## src/rtl/assert_macros.svh

```systemverilog
// Assertion macros shared by the rank block RTL.
// No dependencies; expects clk and rst_n in the including scope.
`ifndef ASSERT_MACROS_SVH
`define ASSERT_MACROS_SVH
`ifndef NO_ASSERTIONS
`define RBCS_ASSERT_IMP(lbl, ante, cons) \
  lbl: assert property (@(posedge clk) disable iff (!rst_n) (ante) |-> (cons)) \
    else $error("rbcs assertion failed");
`define RBCS_ASSERT_NXT(lbl, ante, cons) \
  lbl: assert property (@(posedge clk) disable iff (!rst_n) (ante) |=> (cons)) \
    else $error("rbcs assertion failed");
`else
`define RBCS_ASSERT_IMP(lbl, ante, cons)
`define RBCS_ASSERT_NXT(lbl, ante, cons)
`endif
`endif

```

## src/rtl/rbcs_pkg.sv

```systemverilog
// Package for the rank block: widths, state encoding, cell control struct.
// No dependencies.
package rbcs_pkg;

  localparam int VAL_W            = 32;
  localparam int RANK_W           = 7;
  localparam int CNT_W            = 7;
  localparam int MAX_ELEMENTS_DEF = 64;

  typedef enum logic [1:0] {
    S_LOAD,
    S_UPD,
    S_OUT
  } state_t;

  typedef struct packed {
    logic             cap;
    logic             upd;
    logic             wr;
    logic             shift;
    logic [CNT_W-1:0] count;
  } cell_ctl_t;

endpackage

```

## src/rtl/rbcs_popcount.sv

```systemverilog
// Adder tree counting set flags across the cell row.
// Depends on rbcs_pkg.
module rbcs_popcount
  import rbcs_pkg::*;
#(
  parameter int N = MAX_ELEMENTS_DEF
) (
  input  logic [N-1:0]      bits,
  output logic [RANK_W-1:0] total
);

  localparam int LVLS = $clog2(N);
  localparam int PAD  = 1 << LVLS;

  logic [RANK_W-1:0] sums [LVLS+1][PAD];

  always_comb begin
    for (int l = 0; l <= LVLS; l++) begin
      for (int k = 0; k < PAD; k++) begin
        sums[l][k] = '0;
      end
    end
    for (int k = 0; k < N; k++) begin
      sums[0][k] = RANK_W'(bits[k]);
    end
    for (int l = 0; l < LVLS; l++) begin
      for (int k = 0; k < (PAD >> (l + 1)); k++) begin
        sums[l+1][k] = sums[l][2*k] + sums[l][2*k+1];
      end
    end
  end

  assign total = sums[LVLS][0];

endmodule

```

## config.mk

```make
export PLATFORM = sky130hd
export DESIGN_NAME = rbcs_popcount
export DESIGN_NICKNAME = d
export VERILOG_FILES = /design/src/rtl/assert_macros.svh /design/src/rtl/rbcs_pkg.sv /design/src/rtl/rbcs_popcount.sv
export SDC_FILE = /design/constraint.sdc
export NUM_CORES = 1
export LEC_CHECK = 0
export ABC_CLOCK_PERIOD_IN_PS = 6200
export BUFFER_PORTS_ARGS = -buffer_cell sky130_fd_sc_hd__buf_2
export CAP_MARGIN = 10
export CORE_AREA = 2 2 48 94
export DETAILED_ROUTE_END_ITERATION = 6
export DIE_AREA = 0 0 50 96
export PLACE_DENSITY = 0.81
export SYNTH_ARGS = -nofsm -noshare
export SYNTH_HDL_FRONTEND = slang
export SYNTH_SLANG_ARGS = --single-unit
export TNS_END_PERCENT = 30
```

## constraint.sdc

```tcl
create_clock -name vclk -period 6.2
set_clock_uncertainty 0.1 [all_clocks]
set_input_delay 0.62 -clock vclk [all_inputs]
set_output_delay 0.62 -clock vclk [all_outputs]
set_load 0.1 [all_outputs]
```

==> results of run 1 <==
cells by family (layout without fill, tap and decap cells):
| logic type | count (synthesis) | in the layout | share of synthesized area, % |
|---|---|---|---|
| AND/OR/NAND/NOR | 3 | 3 | 1.16 |
| adder cells (fa/ha/maj) | 69 | 69 | 73.4 |
| XOR/XNOR | 2 | 2 | 1.01 |
| buffers and inverters | 84 | 166 | 18.2 |
| AO/OA/AOI/OAI | 14 | 14 | 6.22 |
stage by stage:
stage	std cells	util [%]	worst slack, ns	TNS [ns]
2_1_floorplan	172	-	-0.956	-4.40
3_3_place_gp	306	59.2	-0.933	-3.95
3_5_place_dp	306	59.2	-1.05	-4.68
4_1_cts	306	60.4	-0.873	-4.12
5_1_grt	306	60.9	-0.977	-4.77
6_report	306	60.9	-0.833	-3.80
final cells by class:
class	instances	area share, %
inverter	84	12.7
multi-input combinational	88	62.7
tap	52	2.61
timing repair buffer	82	22.0
worst paths after layout:
check                 startpoint        to  slack (ns)  depth (start not counted)
worst max-delay path    bits[53]  total[4]       -0.83                         22
worst min-delay path     bits[2]  total[0]        1.54                          3
per-layer routing:
layer,GRT usage [%],vias up
met5,0,-
met4,0,0
met3,0,0
met2,31.4,47
met1,15.4,645
li1,-,632
cell usage in the layout, fill, tap and decap left out:
cell / instances
o31ai_1: 1
o21ai_2: 1
ha_1: 12
xor2_4: 1
a21o_1: 1
a21oi_4: 1
buf_12: 7
a2111oi_4: 1
fa_1: 49
buf_6: 1
xnor2_2: 1
o21a_1: 1
inv_1: 78
a21o_2: 1
o21bai_2: 1
nor2_1: 1
buf_2: 63
nor4b_2: 1
a211oi_4: 1
o211a_1: 1
nand3b_1: 1
a21oi_2: 2
buf_4: 11
fa_2: 5
ha_4: 3
a211oi_2: 1
inv_2: 6
a211o_4: 1
repair_timing:
item / 4_1_cts / 5_1_grt
pin swaps: 2 / 1
resized for setup: 12 / 5
gates cloned: 0 / 0
setup endpoints to repair: 7 / 7
worst max-delay path: cells and delay by family:
kind                     cells  cell delay (ns)
buffers and inverters        9             0.68
AO/OA/AOI/OAI                3             0.48
adder cells (fa/ha/maj)     10             4.53
==> out/results.txt, run 1 <==
Yosys top cell area share = 62.5%
die area = 4800 sq um
max_cap viols = 0
synthesized cell area = 1730 sq um
clock buffer count = 0
WL/cell = 10.2 um
Hold Vio Cnt, Final = 0
Distinct cells, synth = 19
failing checks = negative setup slack
PortBufs = 71
initial core utilization = 42.3%
Mapped Nets = 305
area of the multi-input gates = 1560 sq um
synth cell count leaders = 84 x inv_1, 54 x fa_1, 15 x ha_1, 3 x a21oi_1, 2 x a211oi_1
DRC Markers = 0
# diodes = 0
Cell Chain, Critical Path = buf_6, fa_1, inv_2, fa_1, inv_1, fa_1, inv_2, fa_2, inv_2, fa_1, inv_1, fa_2, fa_1, fa_1, inv_2, ha_4, fa_2, a21o_2, a211oi_2, buf_4, a21oi_4, buf_12
status = complete, but fails checks
Seq/Total Area, Yosys = 0%
vias in the first global route = 1431
critical path class = in2out
Routed Antenna Nets = 0
Slew HR = 73.3%
Synth Instances = 172
CP peak stage delay = 0.54 ns
Initial DRC Count = 7
post-DP HPWL = 3.17 mm
Critical Path Fanout Max = 3
CP Capture Type = output port
Crit path arrival time = 6.31 ns
GRT Resource Usage Total = 14.3%
Final min period = 7.03 ns
final setup margin = -0.833 ns
Top Layer Used = met3
layout cells sized above 1 = 42.9%
final worst path period share = 113%
Crit-path slowest cell = fa_1
fill count = 348
Post-DP Area = 2420 sq um
crit start category = primary input
Core Rows = 33
final wirelength = 3.12 mm
Core Area = 4090 sq um
top-count cell post-synth = inv_1
grt ovf = 0
Hold Path Class = in2out
post-synth top area cell = fa_1
worst-margin pin slew = 0.397 ns
largest net degree at the start of global routing = 6
max-slew violations = 0
design area = 2490 sq um
met3 routed WL = 120 um
Crit path top cell by count = fa_1
Hold Slack = 1.54 ns
unrepaired setup endpoints after global routing = true
Setup Buffers After CTS = 0
Final #Nets = 389
P&R area growth vs syn = 44.1%
top post-synthesis cells by area = fa_1 63%, inv_1 18%, ha_1 11%
antenna violations before repair = 0
Fmax = 0.142 GHz
routed vias/inst = 4.33
# hold bufs at CTS = 0
sequential cell count = 0
DR vias = 1324
M1 WL = 918 um
# IOs = 71
Syn Area/Cell = 10.1 sq um
Die X-Extent = 50 um
WP data required = 5.48 ns
first-pass GRT wire length = 5.49 mm
Die Y = 96 um
met2 routed WL = 2.08 mm
Seq. cell area = 0 sq um
Setup violations, final = 6
Synth Warn # = 0
First-pass DRT Iterations = 4
Routability Congestion = 0.747
Power of run 1 is not shown: default switching activity piles up to over one toggle a cycle in this logic, so the estimate is an artifact.
==> inputs of run 2 (changes only) <==
--- a/config.mk
+++ b/config.mk
@@ -5,13 +5,13 @@
 export SDC_FILE = /design/constraint.sdc
 export NUM_CORES = 1
 export LEC_CHECK = 0
-export ABC_CLOCK_PERIOD_IN_PS = 6200
+export ABC_CLOCK_PERIOD_IN_PS = 7260
 export BUFFER_PORTS_ARGS = -buffer_cell sky130_fd_sc_hd__buf_2
 export CAP_MARGIN = 10
 export CORE_AREA = 2 2 48 94
 export DETAILED_ROUTE_END_ITERATION = 6
 export DIE_AREA = 0 0 50 96
-export PLACE_DENSITY = 0.81
+export PLACE_DENSITY = 0.79
 export SYNTH_ARGS = -nofsm -noshare
 export SYNTH_HDL_FRONTEND = slang
 export SYNTH_SLANG_ARGS = --single-unit
==> constraint.sdc (replaced) <==
create_clock -name vclk -period 7.26
set_clock_uncertainty 0.1 [all_clocks]
set_input_delay 0.726 -clock vclk [all_inputs]
set_output_delay 0.726 -clock vclk [all_outputs]
set_load 0.1 [all_outputs]
==> run 2 against run 1 <==
Against the previous run:
- the flow now finishes without violations
- non-clock buffer count down 9
- global-route usage shrank 0.35 points
- die area stayed put
- setup slack better by 0.94 ns
- via count shrank 0.76%
- critical path type unchanged
==> out/results.txt, run 2 (synthesized netlist as in run 1, its figures left out) <==
vias in the first global route = 1446 (was 1431)
final worst path period share = 98.6%
WL/cell = 10.9 um (was 10.2 um)
CP peak stage delay = 0.58 ns (was 0.54 ns)
Setup Slack @ Placement = -0.0607 ns (was -1.05 ns)
Buf/Inv on CP = 7 (was 9)
Initial DRC Count = 8 (was 7)
post-DP HPWL = 3.09 mm (was 3.17 mm)
final core occ = 57.5% (was 60.9%)
CP Capture Type = output port (unchanged)
Final min period = 7.16 ns
routed vias/inst = 4.42 (was 4.33)
Hold Slack = 1.94 ns (was 1.54 ns)
Slew HR = 67.7% (was 73.3%)
Crit path top cell by count = fa_1 (unchanged)
die area = 4800 sq um (unchanged)
final wirelength = 3.23 mm (was 3.12 mm)
area of the multi-input gates = 1520 sq um (was 1560 sq um)
Fmax = 0.140 GHz
Setup Buffers After CTS = 0 (unchanged)
CP top delay family = adder cells (unchanged)
# hold bufs at CTS = 0 (unchanged)
commonest non-fill, non-tap cell in the layout = inv_1 (unchanged)
Die X-Extent = 50 um (unchanged)
unrepaired setup endpoints after global routing = true (unchanged)
final setup margin = 0.104 ns (was -0.833 ns)
initial core utilization = 42.3% (unchanged)
DRC Markers = 0 (unchanged)
fill count = 352 (was 348)
Setup violations, final = 0 (was 6)
Hold Vio Cnt, Final = 0 (unchanged)
first-pass GRT wire length = 5.38 mm (was 5.49 mm)
crit start category = primary input (unchanged)
Routed Antenna Nets = 0 (unchanged)
Cell Chain, Critical Path = buf_6, fa_1, inv_1, fa_1, inv_1, fa_1, inv_2, fa_1, fa_2, fa_2, fa_1, fa_1, inv_2, ha_4, buf_4, a211oi_4, nor4b_2, a2111oi_4, buf_12 (was buf_6, fa_1, inv_2, fa_1, inv_1, fa_1, inv_2, fa_2, inv_2, fa_1, inv_1, fa_2, fa_1, fa_1, inv_2, ha_4, fa_2, a21o_2, a211oi_2, buf_4, a21oi_4, buf_12)
grt ovf = 0 (unchanged)
WP data required = 6.43 ns (was 5.48 ns)
Critical Path Fanout Max = 2 (was 3)
antenna violations before repair = 0 (unchanged)
Die Y = 96 um (unchanged)
Core Rows = 33 (unchanged)
sequential cell count = 0 (unchanged)
First-pass DRT Iterations = 2 (was 4)
Core Area = 4090 sq um (unchanged)
# IOs = 71 (unchanged)
clock buffer count = 0 (unchanged)
largest net degree at the start of global routing = 6 (unchanged)
Crit path arrival time = 6.33 ns (was 6.31 ns)
# diodes = 0 (unchanged)
max_cap viols = 0 (unchanged)
worst-margin pin slew = 0.488 ns (was 0.397 ns)
DR vias = 1314 (was 1324)
critical path class = in2out (unchanged)
fin cells = 297 (was 306)
placed cell count = 297 (was 306)
P&R area growth vs syn = 36.0% (was 44.1%)
PortBufs = 71 (unchanged)
layout cells sized above 1 = 37.6% (was 42.9%)
Final #Nets = 380 (was 389)
Hold Path Class = in2out (unchanged)
Routability Congestion = 0.726 (was 0.747)
Crit-path slowest cell = fa_1 (unchanged)
status = finished, final reports clean (was complete, but fails checks)
max-slew violations = 0 (unchanged)
commonest non-fill, non-tap cells in the layout = 81 x inv_1, 64 x buf_2, 51 x fa_1 (was 78 x inv_1, 63 x buf_2, 49 x fa_1)
Seq. cell area = 0 sq um (unchanged)
GRT Resource Usage Total = 13.9% (was 14.3%)
run 2: cell count changes in the layout (fill, tap and decap cells not counted), sizes merged:
cell	before	now
buf	82	73
run 2: area by class of cell:
cell class                      count  share of cell area [%]
Timing Repair Buffer               73                    19.1
Tap cell                           52                    2.77
Inverter                           84                    13.4
Multi-Input combinational cell     88                    64.7
run 2: worst min-delay path: stages:
cell and delay (ns):
buf_2 0.11, ha_4 0.20, buf_2 0.28
run 2: routing by layer:
metal / track usage, % / routed length (um)
met4: 0 / 0
met2: 31.3 / 2240
met3: 0.311 / 137
met5: 0 / 0
met1: 14.2 / 853
run 2: path summary, 6_finish.rpt:
path,startpoint,endpoint,slack [ns],cells after the start
hold / removal,bits[2],total[0],1.94,3
setup / recovery,bits[17],total[5],0.10,19
run 2: per-stage QoR:
stage	instance area (sq um)	setup TNS [ns]
2_1_floorplan	1760	-1.22
3_3_place_gp	2250	-0.0000528
3_5_place_dp	2250	-0.0619
4_1_cts	2260	0
5_1_grt	2350	-0.0830
6_report	2350	0
run 2: repair_timing:
action                                  4_1_cts  5_1_grt
endpoints found under the setup margin        2        3
pin swaps                                     0        9
resized for setup                             3       18
Power of run 2 is left out for the same reason.
