<file path="config.mk">
export PLATFORM = sky130hd
export DESIGN_NAME = rbcs_cell
export DESIGN_NICKNAME = d
export VERILOG_FILES = /design/src/rtl/assert_macros.svh /design/src/rtl/rbcs_pkg.sv /design/src/rtl/rbcs_cell.sv
export SDC_FILE = /design/constraint.sdc
export NUM_CORES = 1
export LEC_CHECK = 0
export BUFFER_PORTS_ARGS = -buffer_cell sky130_fd_sc_hd__buf_4
export CAP_MARGIN = 15
export CORE_AREA = 3 3 79 81
export DETAILED_ROUTE_END_ITERATION = 10
export DIE_AREA = 0 0 82 84
export PLACE_DENSITY = 0.73
export SYNTH_ARGS = -nofsm -noshare
export SYNTH_HDL_FRONTEND = slang
export SYNTH_SLANG_ARGS = --single-unit
</file>
<file path="constraint.sdc">
create_clock -name clk -period 1.75 [get_ports clk]
set_input_delay 0.175 -clock clk [delete_from_list [all_inputs] [get_ports clk]]
set_output_delay 0.175 -clock clk [all_outputs]
set_load 0.01 [all_outputs]
</file>
<file path="src/rtl/assert_macros.svh">
// Assertion macros shared by the rank block RTL.
// No dependencies; expects clk and rst_n in the including scope.
`ifndef ASSERT_MACROS_SVH
`define ASSERT_MACROS_SVH
`ifndef NO_ASSERTIONS
`define RBCS_ASSERT_IMP(lbl, ante, cons) \
  lbl: assert property (@(posedge clk) disable iff (!rst_n) (ante) |-> (cons)) \
    else $error("rbcs assertion failed");
`define RBCS_ASSERT_NXT(lbl, ante, cons) \
  lbl: assert property (@(posedge clk) disable iff (!rst_n) (ante) |=> (cons)) \
    else $error("rbcs assertion failed");
`else
`define RBCS_ASSERT_IMP(lbl, ante, cons)
`define RBCS_ASSERT_NXT(lbl, ante, cons)
`endif
`endif

</file>
<file path="src/rtl/rbcs_pkg.sv">
// Package for the rank block: widths, state encoding, cell control struct.
// No dependencies.
package rbcs_pkg;

  localparam int VAL_W            = 32;
  localparam int RANK_W           = 7;
  localparam int CNT_W            = 7;
  localparam int MAX_ELEMENTS_DEF = 64;

  typedef enum logic [1:0] {
    S_LOAD,
    S_UPD,
    S_OUT
  } state_t;

  typedef struct packed {
    logic             cap;
    logic             upd;
    logic             wr;
    logic             shift;
    logic [CNT_W-1:0] count;
  } cell_ctl_t;

endpackage

</file>
<file path="src/rtl/rbcs_cell.sv">
// One cell of the rank chain: holds a value and its running rank.
// Depends on rbcs_pkg.
module rbcs_cell
  import rbcs_pkg::*;
#(
  parameter int IDX = 0
) (
  input  logic                    clk,
  input  logic                    rst_n,
  input  cell_ctl_t               ctl,
  input  logic signed [VAL_W-1:0] cmp_val,
  input  logic signed [VAL_W-1:0] wr_val,
  input  logic [RANK_W-1:0]       wr_rank,
  input  logic [RANK_W-1:0]       rank_in,
  output logic [RANK_W-1:0]       rank_out,
  output logic                    lt_out
);

  logic signed [VAL_W-1:0] val_r;
  logic [RANK_W-1:0]       rank_r;
  logic                    lt_r;
  logic                    gt_r;
  logic                    used;
  logic                    here;

  assign used = CNT_W'(IDX) < ctl.count;
  assign here = CNT_W'(IDX) == ctl.count;

  always_ff @(posedge clk) begin
    if (!rst_n) begin
      lt_r <= 1'b0;
      gt_r <= 1'b0;
    end else if (ctl.cap) begin
      lt_r <= used && (val_r < cmp_val);
      gt_r <= used && (val_r > cmp_val);
    end
  end

  always_ff @(posedge clk) begin
    if (ctl.upd && ctl.wr && here) begin
      val_r  <= wr_val;
      rank_r <= wr_rank;
    end else if (ctl.upd && gt_r) begin
      rank_r <= rank_r + RANK_W'(1);
    end else if (ctl.shift) begin
      rank_r <= rank_in;
    end
  end

  assign rank_out = rank_r;
  assign lt_out   = lt_r;

endmodule

</file>
==> impl_metrics.ini, run 1 <==
[grt]
overflow = 0
grt_pass1_vias = 2005
grt_use_total_pct = 16.36
grt_pass1_wl_mm = 8.735
grt_max_degree = 30
antenna_found_initial = 0

[setup_path]
start_kind = flop
arrival_ns = 2.29
cp_data_required_time_ns = 1.93
worstSetupPathType = flop to flop
endpoint_kind = flop
crit_fanout = 4

[clock_network]
clk_latency_ns = 0.29
cts_tree = done
cts_buffers = 5
cts_max_path_buffers = 2
cts_root_buf = clkbuf_8
clk_pin_slew_ns = 0.08
hold_buffers = 0
htree_levels = 2
numClockSinks = 41

[floorplanning]
initial_utilization_pct = 43.77
std_cell_rows = 27
die_w_um = 82
io_pins = 99
die_y_um = 84
core_um2 = 5540
die_area_um2 = 6888

[synthesis]
ys_seq_elements = 41
async_reset_ff_share_pct = 0
synth_edf_count = 39
synth.distinct_cells = 39
synth_warnings = 0
yosysSeqAreaShare_pct = 49.95
synthFlopType = edfxtp_1
syn_area_um2 = 2425
syn_avg_cell_area_um2 = 11.66
synthesis.nets = 332
synthCells = 208

[routing]
via_count = 1902
wirelength_mm = 5.218
dr.pass1.iters = 4
wire_per_inst_um = 13.11
drc_errors = 0
routed_via_density = 4.779
drtIter0Drc = 75
ant_nets = 0

[final_layout]
nFillCells = 450
flow.area_growth_from_synthesis_pct = 44.74
regArea_um2 = 1211
final_nets = 449
utilization_pct = 63.35
drive_gt1_share_pct = 43.56
multi_input_area_um2 = 1111
n_antenna_cell = 0
post-route-cell-area_um2 = 3510

[pwr]
sw_frac_of_total_pct = 20.95
total_power_mw = 2.267
ir_drop_mv = 0.5904
internal-power_mw = 1.792
leakagePower_nw = 1.629
clkPwrFrac_pct = 34.7
powerDensity_nw_per_um2 = 645.9
sequentialPowerShare_pct = 49.1
p_comb_share_pct = 16.3
p_sw_mw = 0.4750

[placement]
io_buffers = 98
placed_area_um2 = 3347
place_ws_ns = -0.3032
dp_hpwl_mm = 4.298
place_congestion = 0.7658

[timing]
worstMarginPinSlew_ns = 0.3198
finalSetupViolations = 2
final_max_slew_viol_count = 0
setup_ws_ns = -0.3584
grt_setup_unrepaired = yes
final_period_minus_worst_setup_slack_ns = 2.108
fmax_ghz = 0.4743
finalCritPeriodShare_pct = 120.5
finalSetupTns_ns = -0.6184
final_hold_viol_count = 0
slew_headroom_pct = 78.52
fin_skew_ns = 0.005046

[outcome]
violations = setup timing
status = complete, but fails checks

[worst_hold_path]
min_path_type = input pin to flop

[run]
cap_violations = 0
-- state kept, by name (all words and copies together), names as in the netlist --
| signal | cells |
|---|---|
| val_r | 32 |
| rank_out | 7 |
| gt_r | 1 |
| lt_out | 1 |
-- synthesized netlist by cell type (3+ instances only) --
library cell | n | area, um^2
a21o_1 | 4 | 30.03
a21oi_1 | 17 | 85.08
edfxtp_1 | 39 | 1171
ha_1 | 33 | 412.9
inv_1 | 32 | 120.1
nand2_1 | 16 | 60.06
nand3_1 | 6 | 30.03
nand4_1 | 5 | 31.28
nor2_1 | 9 | 33.78
nor2b_1 | 3 | 18.77
o21ai_0 | 3 | 15.01
o21ai_2 | 7 | 61.31
xnor2_1 | 3 | 26.28
-- per-stage QoR --
step,cells,hold WS [ns]
2_1_floorplan,208,0.2739
3_3_place_gp,389,0.3529
3_5_place_dp,389,0.3542
4_1_cts,398,0.04234
5_1_grt,398,0.03847
6_report,398,0.05464
-- layout make-up --
cell class              instances  share of cell area (%)
clock buffers                   7                   2.460
clock inverters                 1                  0.8556
repair buffers                113                   24.53
well taps                      72                   2.567
inverters                      32                   3.422
multi-input cells             132                   31.66
flip-flops and latches         41                   34.51
-- power groups by stage --
stage          sequential (mW)  clock [mW]  combinational [mW]
5_1_grt                   1.12       0.850               0.411
4_1_cts                   1.11       0.811               0.366
6_report                  1.11       0.786               0.368
2_1_floorplan             1.14           0               0.137
3_5_place_dp              1.13           0               0.364
3_3_place_gp              1.13           0               0.356
-- path summary, 6_finish.rpt --
| kind | start | endpoint | slack [ns] | cells after the start |
|---|---|---|---|---|
| worst min-delay path | wr_val[17] | val_r[17] | 0.05 | 1 |
| worst min register to register | gt_r | gt_r | 0.49 | 1 |
| worst max register to register | val_r[10] | gt_r | -0.36 | 8 |
| worst max-delay path | val_r[10] | gt_r | -0.36 | 8 |
-- placed cells by master, fill, tap and decap left out, drive strengths merged, types with 6 or more instances in the layout --
master / netlist / final
nor2: 9 / 9
ha: 33 / 33
buf: 2 / 113
nand4: 6 / 6
clkbuf: 1 / 7
inv: 32 / 32
nand2: 16 / 16
a21oi: 17 / 17
nand3: 6 / 6
o21ai: 10 / 10
edfxtp: 39 / 39
-- what timing repair did --
action | in CTS | in global routing
endpoints found under the setup margin | 2 | 2
hold endpoints to repair | 0 | 0
pin swaps | 4 | 7
resized for setup | 0 | 5
buffers inserted | 1 | 0
-- critical path, stage by stage, from the launching register on --
cell,delay [ns]
edfxtp_1,0.43
ha_4,0.27
nand4_1,0.13
buf_4,0.13
nor2_2,0.03
a221o_1,0.38
o31ai_4,0.29
nand3_1,0.12
a32o_1,0.23
-- logic make-up after synthesis --
kind of cell    count (synthesis)  share of synthesized area, %
fa+ha+maj                      33                         17.03
compound gates                 41                         12.02
xor+xnor                        5                         1.806
simple gates                   52                         12.38
flops                          41                         49.95
mux                             1                        0.4128
buf+inv                        35                         6.398
-- layer usage --
metal,vias up,routed length (um),part of all wire (%),GRT usage (%)
li1,992,-,-,-
met1,850,2025,39,18.58
met2,54,2811,54,29.54
met3,6,302,5.8,3.456
met4,0,79,1.5,5.438
met5,-,0,0,0
(Power assumes the default switching activity.)
==> run 2: changes to the inputs <==
--- a/config.mk
+++ b/config.mk
@@ -11,6 +11,7 @@
 export DETAILED_ROUTE_END_ITERATION = 10
 export DIE_AREA = 0 0 82 84
 export PLACE_DENSITY = 0.73
+export RECOVER_POWER = 25
 export SYNTH_ARGS = -nofsm -noshare
 export SYNTH_HDL_FRONTEND = slang
 export SYNTH_SLANG_ARGS = --single-unit
==> impl_metrics.ini, run 2 (synthesis results as in run 1) <==
[routing]
drtIter0Drc = 65
drc_errors = 0
via_count = 1903
routed_via_density = 4.781
dr.pass1.iters = 4
ant_nets = 0
wirelength_mm = 5.207
wire_per_inst_um = 13.08

[final_layout]
final_common_cell = buf_4
flow.area_growth_from_synthesis_pct = 44.74
post-route-cell-area_um2 = 3510
final_cell_mix = 91 x buf_4, 39 x edfxtp_1, 32 x inv_1, 30 x ha_1, 21 x clkbuf_4
n_antenna_cell = 0
regMostFlops = val_r
multi_input_area_um2 = 1111
drive_gt1_share_pct = 43.56
final_nets = 449
utilization_pct = 63.35
regArea_um2 = 1211
largest_reg_flops = 32
nFillCells = 450

[timing]
finalCritPeriodShare_pct = 120.2
fin_hold_ws_ns = 0.06064
finalSetupTns_ns = -0.6124
slew_headroom_pct = 78.39
final_max_slew_viol_count = 0
finalSetupViolations = 2
final_hold_viol_count = 0
setup_ws_ns = -0.3544
worstMarginPinSlew_ns = 0.3217
grt_setup_unrepaired = yes
final_period_minus_worst_setup_slack_ns = 2.104
fmax_ghz = 0.4752
fin_skew_ns = 0.004895

[setup_path]
crit_fanout = 4
crit_start = val_r[10]
cp_slowest_stage_delay_ns = 0.43
endpoint_kind = flop
crit_chain = ha_4 -> nand4_1 -> buf_4 -> nor2_2 -> a221o_1 -> o31ai_4 -> nand3_1 -> a32o_1
worstSetupPathType = flop to flop
rrSetupSlack_ns = -0.35
arrival_ns = 2.29
cp_data_required_time_ns = 1.93
timing.rr.start = val_r[10]
start_kind = flop
critPathSlowestCell = edfxtp_1

[pwr]
total_power_mw = 2.263
powerDensity_nw_per_um2 = 644.8
ir_drop_mv = 0.5868
leakagePower_nw = 1.625

[placement]
io_buffers = 98
place_congestion = 0.7658
placed_area_um2 = 3347
dp_hpwl_mm = 4.298

[run]
cap_violations = 0

[floorplanning]
die_w_um = 82
die_y_um = 84
initial_utilization_pct = 43.77
die_area_um2 = 6888
core_um2 = 5540
std_cell_rows = 27
io_pins = 99

[grt]
grt_pass1_vias = 2005
grt_use_total_pct = 16.36
grt_max_degree = 30
grt_pass1_wl_mm = 8.735
antenna_found_initial = 0
overflow = 0

[clock_network]
cts_tree = done
numClockSinks = 41
clk_pin_slew_ns = 0.08
cts_max_path_buffers = 2
cts_root_buf = clkbuf_8
cts_buffers = 5
htree_levels = 2
clk_latency_ns = 0.29

[worst_hold_path]
min_from = wr_val[24]
min_path_type = input pin to flop

[outcome]
status = complete, but fails checks
violations = setup timing
-- run 2: cell types whose count changed in the layout (fill, tap and decap cells not counted) --
cell | previous run | this run
buf_4 | 112 | 91
clkbuf_4 | 0 | 21
-- run 2: stage by stage --
| stage | std cells | setup slack (ns) |
|---|---|---|
| detailed placement | 389 | -0.3032 |
| global route | 398 | -0.4239 |
| global placement | 389 | -0.2156 |
| CTS | 398 | -0.2822 |
| floorplan | 208 | -0.1478 |
| finish | 398 | -0.3544 |
-- run 2: power breakdown --
group | leakage (nW) | internal (mW) | total [mW] | switching [mW]
clock network | 0.0585 | 0.465 | 0.785 | 0.320
registers | 0.373 | 1.10 | 1.11 | 0.0165
logic | 1.19 | 0.228 | 0.366 | 0.137
-- run 2: routing by layer --
metal	GRT usage [%]	up-vias	wire length, um
li1	-	992	-
met1	18.58	851	2029
met2	29.54	54	2791
met3	3.456	6	306
met4	5.438	0	79
met5	0	-	0
-- run 2: cell type report --
| class | instances | area share (%) |
|---|---|---|
| clock buffers | 7 | 2.460 |
| clock inverters | 1 | 0.8556 |
| inverters | 32 | 3.422 |
| multi-input cells | 132 | 31.66 |
| flip-flops and latches | 41 | 34.51 |
| well taps | 72 | 2.567 |
| repair buffers | 113 | 24.53 |
-- run 2: path summary, 6_finish.rpt --
check / to / cells past startpoint
worst max-delay path: gt_r / 8
worst max register to register: gt_r / 8
worst min register to register: gt_r / 1
worst min-delay path: val_r[24] / 1
-- run 2: critical path, delay by kind of cell, from the launching register on --
family,cells,cell delay [ns]
adders and majority gates,1,0.27
and+or+nand+nor,3,0.28
buffers and inverters,1,0.13
AOI/OAI and AO/OA,3,0.90
DFF,1,0.43
-- run 2: repair_timing --
item,CTS,global route
setup endpoints to repair,2,2
hold buffers,0,0
cloned,0,0
pin swaps,4,7
buffers inserted,1,0
gates resized for setup,0,5
